<file path="src/rtl/fpdt_pkg.sv">
// ----------------------------------------------------------------------------
// fpdt_pkg
// Shared types and constants for the fixed-point to decimal thousandths
// converter.
// ----------------------------------------------------------------------------
package fpdt_pkg;

   localparam int WORD_BITS_DEF = 32;
   localparam int RAW_W         = 32;
   localparam int WHOLE_W       = 31;
   localparam int THOU_W        = 10;
   localparam int CNT_W         = 5;
   localparam int SCALED_W      = 41;
   localparam int CSR_IDX_W     = 2;
   localparam int CSR_DATA_W    = 32;

   localparam logic [THOU_W-1:0] SCALE = 10'd1000;

   typedef enum logic [CSR_IDX_W-1:0] {
      CSR_INT_BITS   = 2'd0,
      CSR_FRAC_BITS  = 2'd1,
      CSR_ROUND_MODE = 2'd2
   } csr_index_type;

   typedef enum logic [1:0] {
      RND_TRUNC   = 2'd0,
      RND_NEAREST = 2'd1,
      RND_UP      = 2'd2,
      RND_DOWN    = 2'd3
   } round_mode_type;

   localparam logic [CNT_W-1:0] INT_BITS_RST  = 5'd16;
   localparam logic [CNT_W-1:0] FRAC_BITS_RST = 5'd16;

   typedef struct packed {
      round_mode_type   mode;
      logic [CNT_W-1:0] frac_bits;
      logic             negative;
   } round_ctl_type;

endpackage

</file>
<file path="src/rtl/fpdt_round.sv">
// ----------------------------------------------------------------------------
// fpdt_round
// Rounds a fraction scaled by 1000 back to thousandths and flags a carry
// into the whole part.
// ----------------------------------------------------------------------------
module fpdt_round (
   input  logic [fpdt_pkg::SCALED_W-1:0] scaled,
   input  fpdt_pkg::round_ctl_type        ctl,
   output logic [fpdt_pkg::THOU_W-1:0]   thousandths,
   output logic                          carry
);

   logic [fpdt_pkg::SCALED_W-1:0] shifted;
   logic [fpdt_pkg::SCALED_W-1:0] rem;
   logic [fpdt_pkg::SCALED_W-1:0] half;
   logic [fpdt_pkg::THOU_W-1:0]   quot;
   logic                          rem_nz;
   logic                          up;
   logic [fpdt_pkg::THOU_W:0]     sum;

   always_comb begin
      shifted = scaled >> ctl.frac_bits;
      quot    = shifted[fpdt_pkg::THOU_W-1:0];
      rem     = scaled & ((fpdt_pkg::SCALED_W'(1) << ctl.frac_bits) - fpdt_pkg::SCALED_W'(1));
      half    = fpdt_pkg::SCALED_W'(1) << (ctl.frac_bits - fpdt_pkg::CNT_W'(1));
      rem_nz  = (rem != '0);
      case (ctl.mode)
         fpdt_pkg::RND_NEAREST: begin
            up = (rem > half) || ((rem == half) && quot[0]);
         end
         fpdt_pkg::RND_UP: begin
            up = !ctl.negative && rem_nz;
         end
         fpdt_pkg::RND_DOWN: begin
            up = ctl.negative && rem_nz;
         end
         default: begin
            up = 1'b0;
         end
      endcase
      if (ctl.frac_bits == '0) begin
         up = 1'b0;
      end
      sum   = {1'b0, quot} + {{fpdt_pkg::THOU_W{1'b0}}, up};
      carry = (sum == {1'b0, fpdt_pkg::SCALE});
      if (carry || (ctl.frac_bits == '0)) begin
         thousandths = '0;
      end else begin
         thousandths = sum[fpdt_pkg::THOU_W-1:0];
      end
   end

endmodule

</file>
<file path="src/rtl/fixed_point_to_decimal_thousandths.sv">
// ----------------------------------------------------------------------------
// fixed_point_to_decimal_thousandths
// Converts a two's-complement fixed-point word into sign, whole part and
// rounded thousandths.
// ----------------------------------------------------------------------------
// Three register stages: the input word, then magnitude/whole part with the
// fraction multiplied by 1000, then the rounded result. One word is taken per
// clock unless rsp_ready stalls the pipe; rsp_valid rises once the word has
// passed the input, magnitude and result registers. Bubbles collapse, so a
// stall blocks the input only once all three stages hold a word. The config
// registers, read live by stages two and three, are set via always-ready csr_*.
module fixed_point_to_decimal_thousandths #(
   parameter int WORD_BITS = fpdt_pkg::WORD_BITS_DEF
) (
   input  logic                              clock,
   input  logic                              reset,
   input  logic                              csr_valid,
   output logic                              csr_ready,
   input  logic [fpdt_pkg::CSR_IDX_W-1:0]    csr_index,
   input  logic [fpdt_pkg::CSR_DATA_W-1:0]   csr_wdata,
   input  logic                              req_valid,
   output logic                              req_ready,
   input  logic [fpdt_pkg::RAW_W-1:0]        req_raw_value,
   output logic                              rsp_valid,
   input  logic                              rsp_ready,
   output logic                              rsp_negative,
   output logic [fpdt_pkg::WHOLE_W-1:0]      rsp_whole_part,
   output logic [fpdt_pkg::THOU_W-1:0]       rsp_thousandths
);

   localparam int PW = (WORD_BITS > 1) ? $clog2(WORD_BITS) : 1;

   logic [fpdt_pkg::CNT_W-1:0]    int_bits_ff, int_bits_in;
   logic [fpdt_pkg::CNT_W-1:0]    frac_bits_ff, frac_bits_in;
   fpdt_pkg::round_mode_type      mode_ff, mode_in;

   logic                          s1_valid_ff, s1_valid_in;
   logic [WORD_BITS-1:0]          raw_ff, raw_in;
   logic                          s2_valid_ff, s2_valid_in;
   logic                          neg_ff, neg_in;
   logic [fpdt_pkg::RAW_W-1:0]    whole_ff, whole_in;
   logic [fpdt_pkg::SCALED_W-1:0] scaled_ff, scaled_in;
   logic                          out_valid_ff, out_valid_in;
   logic                          out_neg_ff, out_neg_in;
   logic [fpdt_pkg::WHOLE_W-1:0]  out_whole_ff, out_whole_in;
   logic [fpdt_pkg::THOU_W-1:0]   out_thou_ff, out_thou_in;

   logic                          s1_adv, s2_adv, s3_adv;
   logic [fpdt_pkg::CNT_W:0]      total;
   logic [PW-1:0]                 pos;
   logic [WORD_BITS-1:0]          mag_w;
   logic [fpdt_pkg::RAW_W-1:0]    mag;
   logic [fpdt_pkg::WHOLE_W-1:0]  frac;
   logic [fpdt_pkg::RAW_W-1:0]    whole_c;
   logic [fpdt_pkg::RAW_W-1:0]    int_mask;
   fpdt_pkg::round_ctl_type       rctl;
   logic [fpdt_pkg::THOU_W-1:0]   rnd_thou;
   logic                          rnd_carry;

   assign csr_ready = 1'b1;

   always_comb begin
      int_bits_in  = int_bits_ff;
      frac_bits_in = frac_bits_ff;
      mode_in      = mode_ff;
      if (csr_valid) begin
         case (csr_index)
            fpdt_pkg::CSR_INT_BITS: begin
               int_bits_in = csr_wdata[fpdt_pkg::CNT_W-1:0];
            end
            fpdt_pkg::CSR_FRAC_BITS: begin
               frac_bits_in = csr_wdata[fpdt_pkg::CNT_W-1:0];
            end
            fpdt_pkg::CSR_ROUND_MODE: begin
               mode_in = fpdt_pkg::round_mode_type'(csr_wdata[1:0]);
            end
            default: begin
               int_bits_in = int_bits_ff;
            end
         endcase
      end
   end

   // stage advance with bubble collapse
   assign s3_adv    = !out_valid_ff || rsp_ready;
   assign s2_adv    = !s2_valid_ff || s3_adv;
   assign s1_adv    = !s1_valid_ff || s2_adv;
   assign req_ready = s1_adv;

   always_comb begin
      s1_valid_in = s1_adv ? req_valid : s1_valid_ff;
      raw_in      = (s1_adv && req_valid) ? req_raw_value[WORD_BITS-1:0] : raw_ff;
   end

   always_comb begin
      total = {1'b0, int_bits_ff} + {1'b0, frac_bits_ff};
      if (total > (fpdt_pkg::CNT_W+1)'(WORD_BITS)) begin
         pos = PW'(WORD_BITS - 1);
      end else begin
         pos = PW'(total - (fpdt_pkg::CNT_W+1)'(1));
      end
      neg_in  = (total != '0) && raw_ff[pos];
      mag_w   = neg_in ? (~raw_ff + WORD_BITS'(1)) : raw_ff;
      mag     = fpdt_pkg::RAW_W'(mag_w);
      whole_in = mag >> frac_bits_ff;
      frac    = fpdt_pkg::WHOLE_W'(mag & ((fpdt_pkg::RAW_W'(1) << frac_bits_ff)
                                          - fpdt_pkg::RAW_W'(1)));
      scaled_in   = fpdt_pkg::SCALED_W'(frac) * fpdt_pkg::SCALED_W'(fpdt_pkg::SCALE);
      s2_valid_in = s2_adv ? s1_valid_ff : s2_valid_ff;
   end

   assign rctl.mode      = mode_ff;
   assign rctl.frac_bits = frac_bits_ff;
   assign rctl.negative  = neg_ff;

   fpdt_round u_round (
      .scaled      (scaled_ff),
      .ctl         (rctl),
      .thousandths (rnd_thou),
      .carry       (rnd_carry)
   );

   always_comb begin
      int_mask     = (fpdt_pkg::RAW_W'(1) << int_bits_ff) - fpdt_pkg::RAW_W'(1);
      whole_c      = (whole_ff + fpdt_pkg::RAW_W'(rnd_carry)) & int_mask;
      out_valid_in = s3_adv ? s2_valid_ff : out_valid_ff;
      out_neg_in   = neg_ff;
      out_whole_in = whole_c[fpdt_pkg::WHOLE_W-1:0];
      out_thou_in  = rnd_thou;
   end

   always_ff @(posedge clock) begin
      if (reset) begin
         int_bits_ff  <= fpdt_pkg::INT_BITS_RST;
         frac_bits_ff <= fpdt_pkg::FRAC_BITS_RST;
         mode_ff      <= fpdt_pkg::RND_TRUNC;
         s1_valid_ff  <= 1'b0;
         s2_valid_ff  <= 1'b0;
         out_valid_ff <= 1'b0;
      end else begin
         int_bits_ff  <= int_bits_in;
         frac_bits_ff <= frac_bits_in;
         mode_ff      <= mode_in;
         s1_valid_ff  <= s1_valid_in;
         s2_valid_ff  <= s2_valid_in;
         out_valid_ff <= out_valid_in;
      end
   end

   always_ff @(posedge clock) begin
      raw_ff <= raw_in;
      if (s2_adv) begin
         neg_ff    <= neg_in;
         whole_ff  <= whole_in;
         scaled_ff <= scaled_in;
      end
      if (s3_adv) begin
         out_neg_ff   <= out_neg_in;
         out_whole_ff <= out_whole_in;
         out_thou_ff  <= out_thou_in;
      end
   end

   assign rsp_valid       = out_valid_ff;
   assign rsp_negative    = out_neg_ff;
   assign rsp_whole_part  = out_whole_ff;
   assign rsp_thousandths = out_thou_ff;

endmodule

</file>
<file path="config.mk">
export PLATFORM = sky130hd
export DESIGN_NAME = fixed_point_to_decimal_thousandths
export DESIGN_NICKNAME = d
export VERILOG_FILES = /design/src/rtl/fpdt_pkg.sv /design/src/rtl/fpdt_round.sv /design/src/rtl/fixed_point_to_decimal_thousandths.sv
export SDC_FILE = /design/constraint.sdc
export NUM_CORES = 1
export LEC_CHECK = 0
export ABC_AREA = 1
export BUFFER_PORTS_ARGS = -buffer_cell sky130_fd_sc_hd__clkbuf_2
export CORE_MARGIN = 2
export CORE_UTILIZATION = 50
export CTS_CLUSTER_SIZE = 10
export DETAILED_ROUTE_END_ITERATION = 12
export GPL_ROUTABILITY_DRIVEN = 0
export PLACE_DENSITY = 0.68
export SYNTH_ARGS = -nofsm -noshare
export SYNTH_HDL_FRONTEND = slang
export SYNTH_SLANG_ARGS = --single-unit
</file>
<file path="constraint.sdc">
create_clock -name clock -period 9.67 [get_ports clock]
set_input_delay 2.4175 -clock clock [delete_from_list [all_inputs] [get_ports clock]]
set_output_delay 2.4175 -clock clock [all_outputs]
set_load 0.01 [all_outputs]
</file>
# After elaboration in Yosys (flattened, before gate mapping)
# Index checks and enable logic that the tools add are counted.
[op_classes]
add_sub_neg = 9
mul = 1
n_lt_le_gt_ge = 3
eq_ne = 7
shifts = 6
mux = 6
bitwise = 4
reduce_logical = 21
[ops]
columns = ["op", "n"]
rows = [
  ["1-bit by 5-bit << shifter with 41-bit output, first input constant", 2],
  ["31-bit bitwise AND", 2],
  ["1-bit by 5-bit << shifter with 31-bit output, first input constant", 2],
  ["41-bit bitwise AND", 1],
  ["41-bit equality test", 1],
  ["41-bit > comparator", 1],
  ["41-bit nonzero test", 1],
  ["41-bit by 5-bit right shift with 10-bit output", 1],
  ["41-bit by 1-bit subtractor with 41-bit output, second input constant", 1],
  ["31-bit by 7-bit multiplier with 38-bit output, second input constant", 1],
  ["32-bit by 1-bit adder with 32-bit output, second input constant", 1],
  ["32-bit 2-to-1 mux", 1],
  ["32-bit inverter", 1],
  ["32-bit by 5-bit right shift with 31-bit output", 1],
  ["31-bit by 1-bit adder with 31-bit output", 1],
  ["31-bit by 1-bit subtractor with 31-bit output, second input constant", 1],
  ["31-bit by 2-bit subtractor with 31-bit output, second input constant", 1],
  ["10-bit by 1-bit adder with 11-bit output", 1],
  ["11-bit by 10-bit equality test with 1-bit output, second input constant", 1],
  ["5-bit by 1-bit subtractor with 5-bit output, second input constant", 2],
  ["5-bit by 5-bit adder with 6-bit output", 1],
  ["2-bit equality test, second input constant", 3],
  ["6-bit > comparator, second input constant", 1],
  ["5-bit by 6-bit < comparator with 1-bit output, second input constant", 1],
  ["12 further kinds", 27],
]
[totals]
regBits = 159
input_bits = 71
output_inout_bits = 45
elab_cells = 70

# Depth between registers and ports, before layout
[logic_depth]
ltp_word = 12
mapped_depth = 52

# Hierarchy
# A second synthesis with hierarchy kept.
[unflattened]
cells_unflattened = 2888
hier_area_um2 = 20080.5
[modules_own_cells]
columns = ["mod", "instances", "cells_each", "area_each_um2"]
rows = [
  ["fixed_point_to_decimal_thousandths", 1, 1983, 15625.0],
  ["fpdt_round", 1, 905, 4455.5],
]

# Worst setup path before layout
# OpenSTA, ideal clock, no wires.
[synth_path]
kind = "register to register"
startpoint = "register int_bits_ff[0] in the netlist's numbering"
endpoint = "register scaled_ff[32] in the netlist's numbering (data pin)"
setup_time_ps = 259
arrival_time_ps = 7171
slack_ps = 2240
path_stages_with_launch = 46
path_buffers = 4
period_less_slack_ps = 7430
path_cell_list = "dfxtp_1 ha_1 clkbuf_1 inv_1 clkbuf_1 ha_1 inv_1 nor2_1 nand3_2 nand2_4 buf_6 nand3_1 nand3_1 nand3_1 nand3_2 nand3_4 buf_4 nand3_1 (+10 left out) nand3_1 nand2_1 nand2_1 a21oi_1 o21ai_1 nand2_1 nand2_1 nand2_1 nand2_1 nand2_1 nand2_1 inv_1 o21ai_1 a21boi_0 o21ai_0 nand2_1 nand2_1 xor2_1"
[synth_between]
elab_chain_len = 9
[synth_lines]
columns = ["element", "line_no", "rtl"]
rows = [
  ["start, declared", "fixed_point_to_decimal_thousandths.sv:33", "logic [fpdt_pkg::CNT_W-1:0] int_bits_ff, int_bits_in;"],
  ["start signal, assigned", "fixed_point_to_decimal_thousandths.sv:134", "int_bits_ff <= fpdt_pkg::INT_BITS_RST;"],
  ["start signal, assigned", "fixed_point_to_decimal_thousandths.sv:141", "int_bits_ff <= int_bits_in;"],
  ["5-bit by 5-bit adder with 6-bit output (*)", "fixed_point_to_decimal_thousandths.sv:96", "total = {1'b0, int_bits_ff} + {1'b0, frac_bits_ff};"],
  ["5-bit by 1-bit subtractor with 5-bit output / 6-bit > comparator (equally long branches)", "fixed_point_to_decimal_thousandths.sv:100, fixed_point_to_decimal_thousandths.sv:97", ""],
  ["5-bit 2-to-1 mux", "fixed_point_to_decimal_thousandths.sv:97", "if (total > (fpdt_pkg::CNT_W+1)'(WORD_BITS)) begin"],
  ["1-bit binary-select mux with 5-bit select", "fixed_point_to_decimal_thousandths.sv:102", "neg_in = (total != '0) && raw_ff[pos];"],
  ["1-bit 2-to-1 mux (not written as such)", "fixed_point_to_decimal_thousandths.sv:102", ""],
  ["1-bit logical AND (*)", "fixed_point_to_decimal_thousandths.sv:102", ""],
  ["32-bit 2-to-1 mux (*)", "fixed_point_to_decimal_thousandths.sv:103", "mag_w = neg_in ? (~raw_ff + WORD_BITS'(1)) : raw_ff;"],
  ["31-bit bitwise AND (*)", "fixed_point_to_decimal_thousandths.sv:106", "frac = fpdt_pkg::WHOLE_W'(mag & ((fpdt_pkg::RAW_W'(1) << frac_bits_ff)"],
  ["named net frac (one bit)", "fixed_point_to_decimal_thousandths.sv:53", "logic [fpdt_pkg::WHOLE_W-1:0] frac;"],
  ["31-bit by 7-bit multiplier with 38-bit output (*)", "fixed_point_to_decimal_thousandths.sv:108", "scaled_in = fpdt_pkg::SCALED_W'(frac) * fpdt_pkg::SCALED_W'(fpdt_pkg::SCALE);"],
  ["named net scaled_in (one bit)", "fixed_point_to_decimal_thousandths.sv:42", "logic [fpdt_pkg::SCALED_W-1:0] scaled_ff, scaled_in;"],
  ["end signal, assigned", "fixed_point_to_decimal_thousandths.sv:155", "scaled_ff <= scaled_in;"],
  ["end, declared", "fixed_point_to_decimal_thousandths.sv:42", ""],
]
# Mark *: on every way through the listed nets, which the timed path passes. The rest lies on a longest branch. The select of a mux whose other input is x is not followed.
# A chain may end at the register's enable or synchronous reset.

# Worst setup path in the final report
[layout_path]
startpoint = "register int_bits_ff[0] in the netlist's numbering"
endpoint = "register scaled_ff[32] in the netlist's numbering (data pin)"
[layout_between]
elab_chain_len = 9
[layout_lines]
columns = ["element", "line_no"]
rows = [
  ["5-bit by 5-bit adder with 6-bit output (*)", "fixed_point_to_decimal_thousandths.sv:96"],
  ["5-bit by 1-bit subtractor with 5-bit output / 6-bit > comparator (equally long branches)", "fixed_point_to_decimal_thousandths.sv:100, fixed_point_to_decimal_thousandths.sv:97"],
  ["5-bit 2-to-1 mux", "fixed_point_to_decimal_thousandths.sv:97"],
  ["1-bit binary-select mux with 5-bit select", "fixed_point_to_decimal_thousandths.sv:102"],
  ["1-bit 2-to-1 mux (not written as such)", "fixed_point_to_decimal_thousandths.sv:102"],
  ["1-bit logical AND (*)", "fixed_point_to_decimal_thousandths.sv:102"],
  ["32-bit 2-to-1 mux (*)", "fixed_point_to_decimal_thousandths.sv:103"],
  ["31-bit bitwise AND (*)", "fixed_point_to_decimal_thousandths.sv:106"],
  ["31-bit by 7-bit multiplier with 38-bit output (*)", "fixed_point_to_decimal_thousandths.sv:108"],
  ["named net scaled_in (one bit)", "fixed_point_to_decimal_thousandths.sv:42"],
]
# Marked as above.

==> results.sh <==
export IMPL_status="completed"
export IMPL_seq_area_frac_synth_pct=25.0
export IMPL_design_portCount=116
export IMPL_synth_distinct_cells=66
export IMPL_critical_path_class="reg -> reg"
export IMPL_worstPathMaxFanout=36
export IMPL_insertedDiodeCount=0
export IMPL_setup_viol=0
export IMPL_htreeDepth=4
export IMPL_synth_xor_area_share_pct=4.87
export IMPL_grt_setup_unrepaired="false"
export IMPL_rows=70
export IMPL_hold_path_class="reg -> reg"
export IMPL_hpwl_um=43200
export IMPL_synth_top_area_share_pct=23.4
export IMPL_synth_edf_count=144
export IMPL_synthFlopType="edfxtp_1"
export IMPL_clk_path_buf_depth=2
export IMPL_synth_compound_area_share_pct=9.16
export IMPL_slowest_stage="ha_1"
export IMPL_worstPathArrival_ns=9.22
export IMPL_finalCriticalPeriod_ns=9.02
export IMPL_vias=17500
export IMPL_min_from="s2_valid_ff"
export IMPL_muxShareOfSynthArea_pct=0.710
export IMPL_antenna_found_initial=0
export IMPL_slew_violations=0
export IMPL_portBuffers=87
export IMPL_clkTransAtPathRegs_ns=0.08
export IMPL_initial_utilization_pct=50.7
export IMPL_grt_max_degree=98
export IMPL_netlist_instances=2467
export IMPL_drive_gt1_share_pct=8.26
export IMPL_vias_per_cell=5.84
export IMPL_max_slew_margin_pct=24.8
export IMPL_drt_first_iter_violations=2152
export IMPL_finClkSkew_ns=0.0189
export IMPL_grt_pass1_vias=16019
export IMPL_maxCapViolCount=0
export IMPL_syn_to_final_growth_pct=7.76
export IMPL_insertion_delay_ns=0.46
export IMPL_async_reset_ff_share_pct=0
export IMPL_yosys_area_top_type="edfxtp_1"
export IMPL_postRouteAntennaNets=0
export IMPL_fmax_ghz=0.111
export IMPL_grt_pass1_wl_um=85400
export IMPL_period_share_pct=93.2
export IMPL_worstPathRequired_ns=9.87
export IMPL_dieArea_mm2=0.0386
export IMPL_setup_tns_ns=0
export IMPL_drc=0
export IMPL_cts_buffers=17
export IMPL_hold_viol_final=0
export IMPL_fp_dieH_um=196
export IMPL_worst_path_most_repeated_cell="nand2_1"
export IMPL_ctsHoldBuffers=0
export IMPL_fillers=3448
export IMPL_synth_top_cells_by_area="edfxtp_1 (23%), fa_1 (12%), nand2_1 (9.9%), nand3_1 (9.4%), ha_1 (8.6%)"
export IMPL_register_area_mm2=0.00463
export IMPL_final_nets=2831
export IMPL_synthAdderAreaFrac_pct=21.1
export IMPL_dr_pass1_iters=7
export IMPL_worst_setup_path_start_kind="flip-flop"
export IMPL_fp_coreArea_mm2=0.0365
export IMPL_synth_top_family_by_area="simple AND/OR/NAND/NOR gates"
export IMPL_crit_buf_inv=4
export IMPL_netlist_area_mm2=0.0185
export IMPL_yosysMostFrequentCell="nand2_1"
export IMPL_numPlacedInstances=2965
export IMPL_multi_input_comb_area_mm2=0.0121
export IMPL_synth_simple_area_share_pct=29.7
export IMPL_grt_total_usage_pct=28.1
export IMPL_root_buffer="clkbuf_16"
export IMPL_reg2reg_from="int_bits_ff[0]"
export IMPL_overflow=0
export IMPL_crit_family="adder cells"
export IMPL_cts_tree="built"
export IMPL_syn_avg_cell_area_um2=7.51
export IMPL_die_w_um=196
export IMPL_endpoint_kind="flip-flop"
export IMPL_wire_per_inst_um=18.0
export IMPL_drt_wl_total_um=53900
export IMPL_final_cells=2998
export IMPL_clkSinkCount=159
export IMPL_slowest_delay_ns=0.70
export IMPL_syn_nets=2781
export IMPL_ys_top_cells_by_count="nand2_1 (489), inv_1 (351), nand3_1 (347)"
export IMPL_ys_warn_count=0
export IMPL_ys_seq_elements=159
export IMPL_worstMarginPinSlew_ns=1.13
export IMPL_worstSetupStartpoint="int_bits_ff[0]"
==> flip-flops by register name (all words and copies together), names as in the netlist <==
signal           count
scaled_ff           38
s1_valid_ff          1
s2_valid_ff          1
int_bits_ff          5
rsp_valid            1
whole_ff            31
rsp_thousandths     10
rsp_whole_part      31
rsp_negative         1
mode_ff              2
frac_bits_ff         5
raw_ff              32
neg_ff               1
==> metal layers <==
layer / routed length [um] / global-route usage (%)
met5: 0 / 0
met3: 5230 / 4.93
met4: 2440 / 12.3
met1: 23100 / 39.7
met2: 23000 / 42.4
==> what timing repair did <==
item                                    in CTS  in global routing
resized for setup                            0                  3
buffers inserted                             0                  1
endpoints found under the setup margin       0                  4
==> kinds of logic after synthesis <==
group / count (synthesis)
AOI/OAI and AO/OA: 297
xor gates and xnor gates: 103
adders and majority gates: 243
buffers and inverters: 436
DFF: 159
muxes: 13
other: 2
and+or+nand+nor: 1214
==> worst min-delay path, delay by kind of cell, from the launching register on <==
family | cells | cell delay [ns]
buf+inv | 1 | 0.06
flops | 1 | 0.30
compound gates | 1 | 0.06
==> final cells by class <==
cell class,instances,area share [%]
multi-input cells,1872,60.9
flip-flops and latches,159,23.2
inverters,356,6.70
repair buffers,111,3.10
well taps,468,2.93
clock buffers,17,2.13
clock inverters,15,1.05
==> worst paths after layout <==
| kind | end | slack (ns) | depth (start not counted) |
|---|---|---|---|
| min | rsp_valid | 0.46 | 2 |
| max reg2reg | scaled_ff[32] | 0.65 | 42 |
| max | scaled_ff[32] | 0.65 | 42 |
| min reg2reg | rsp_valid | 0.46 | 2 |
==> through the flow <==
step           hold slack, ns  instance area (um^2)  setup slack [ns]  utilization, %
3_3_place_gp            0.438                 19300             0.922            52.8
2_1_floorplan           0.430                 18500              2.24               -
5_1_grt                 0.485                 20000            0.0325            54.6
4_1_cts                 0.456                 19900             0.621            54.6
3_5_place_dp            0.444                 19300             0.721            52.8
6_report                0.457                 20000             0.653            54.6
==> cell usage in the layout, fill, tap and decap left out, drive strengths merged, types with 36 or more instances in the layout <==
| master | count |
|---|---|
| clkbuf | 104 |
| nor3 | 50 |
| o21ai | 122 |
| nand4 | 36 |
| edfxtp | 144 |
| nor2 | 221 |
| nand2 | 510 |
| ha | 128 |
| fa | 115 |
| a21oi | 100 |
| nand3 | 363 |
| inv | 362 |
| xor2 | 77 |
Power is left out: the tool's default activity adds up to more than one toggle a clock period on the data nets, which glitch-free logic cannot reach.
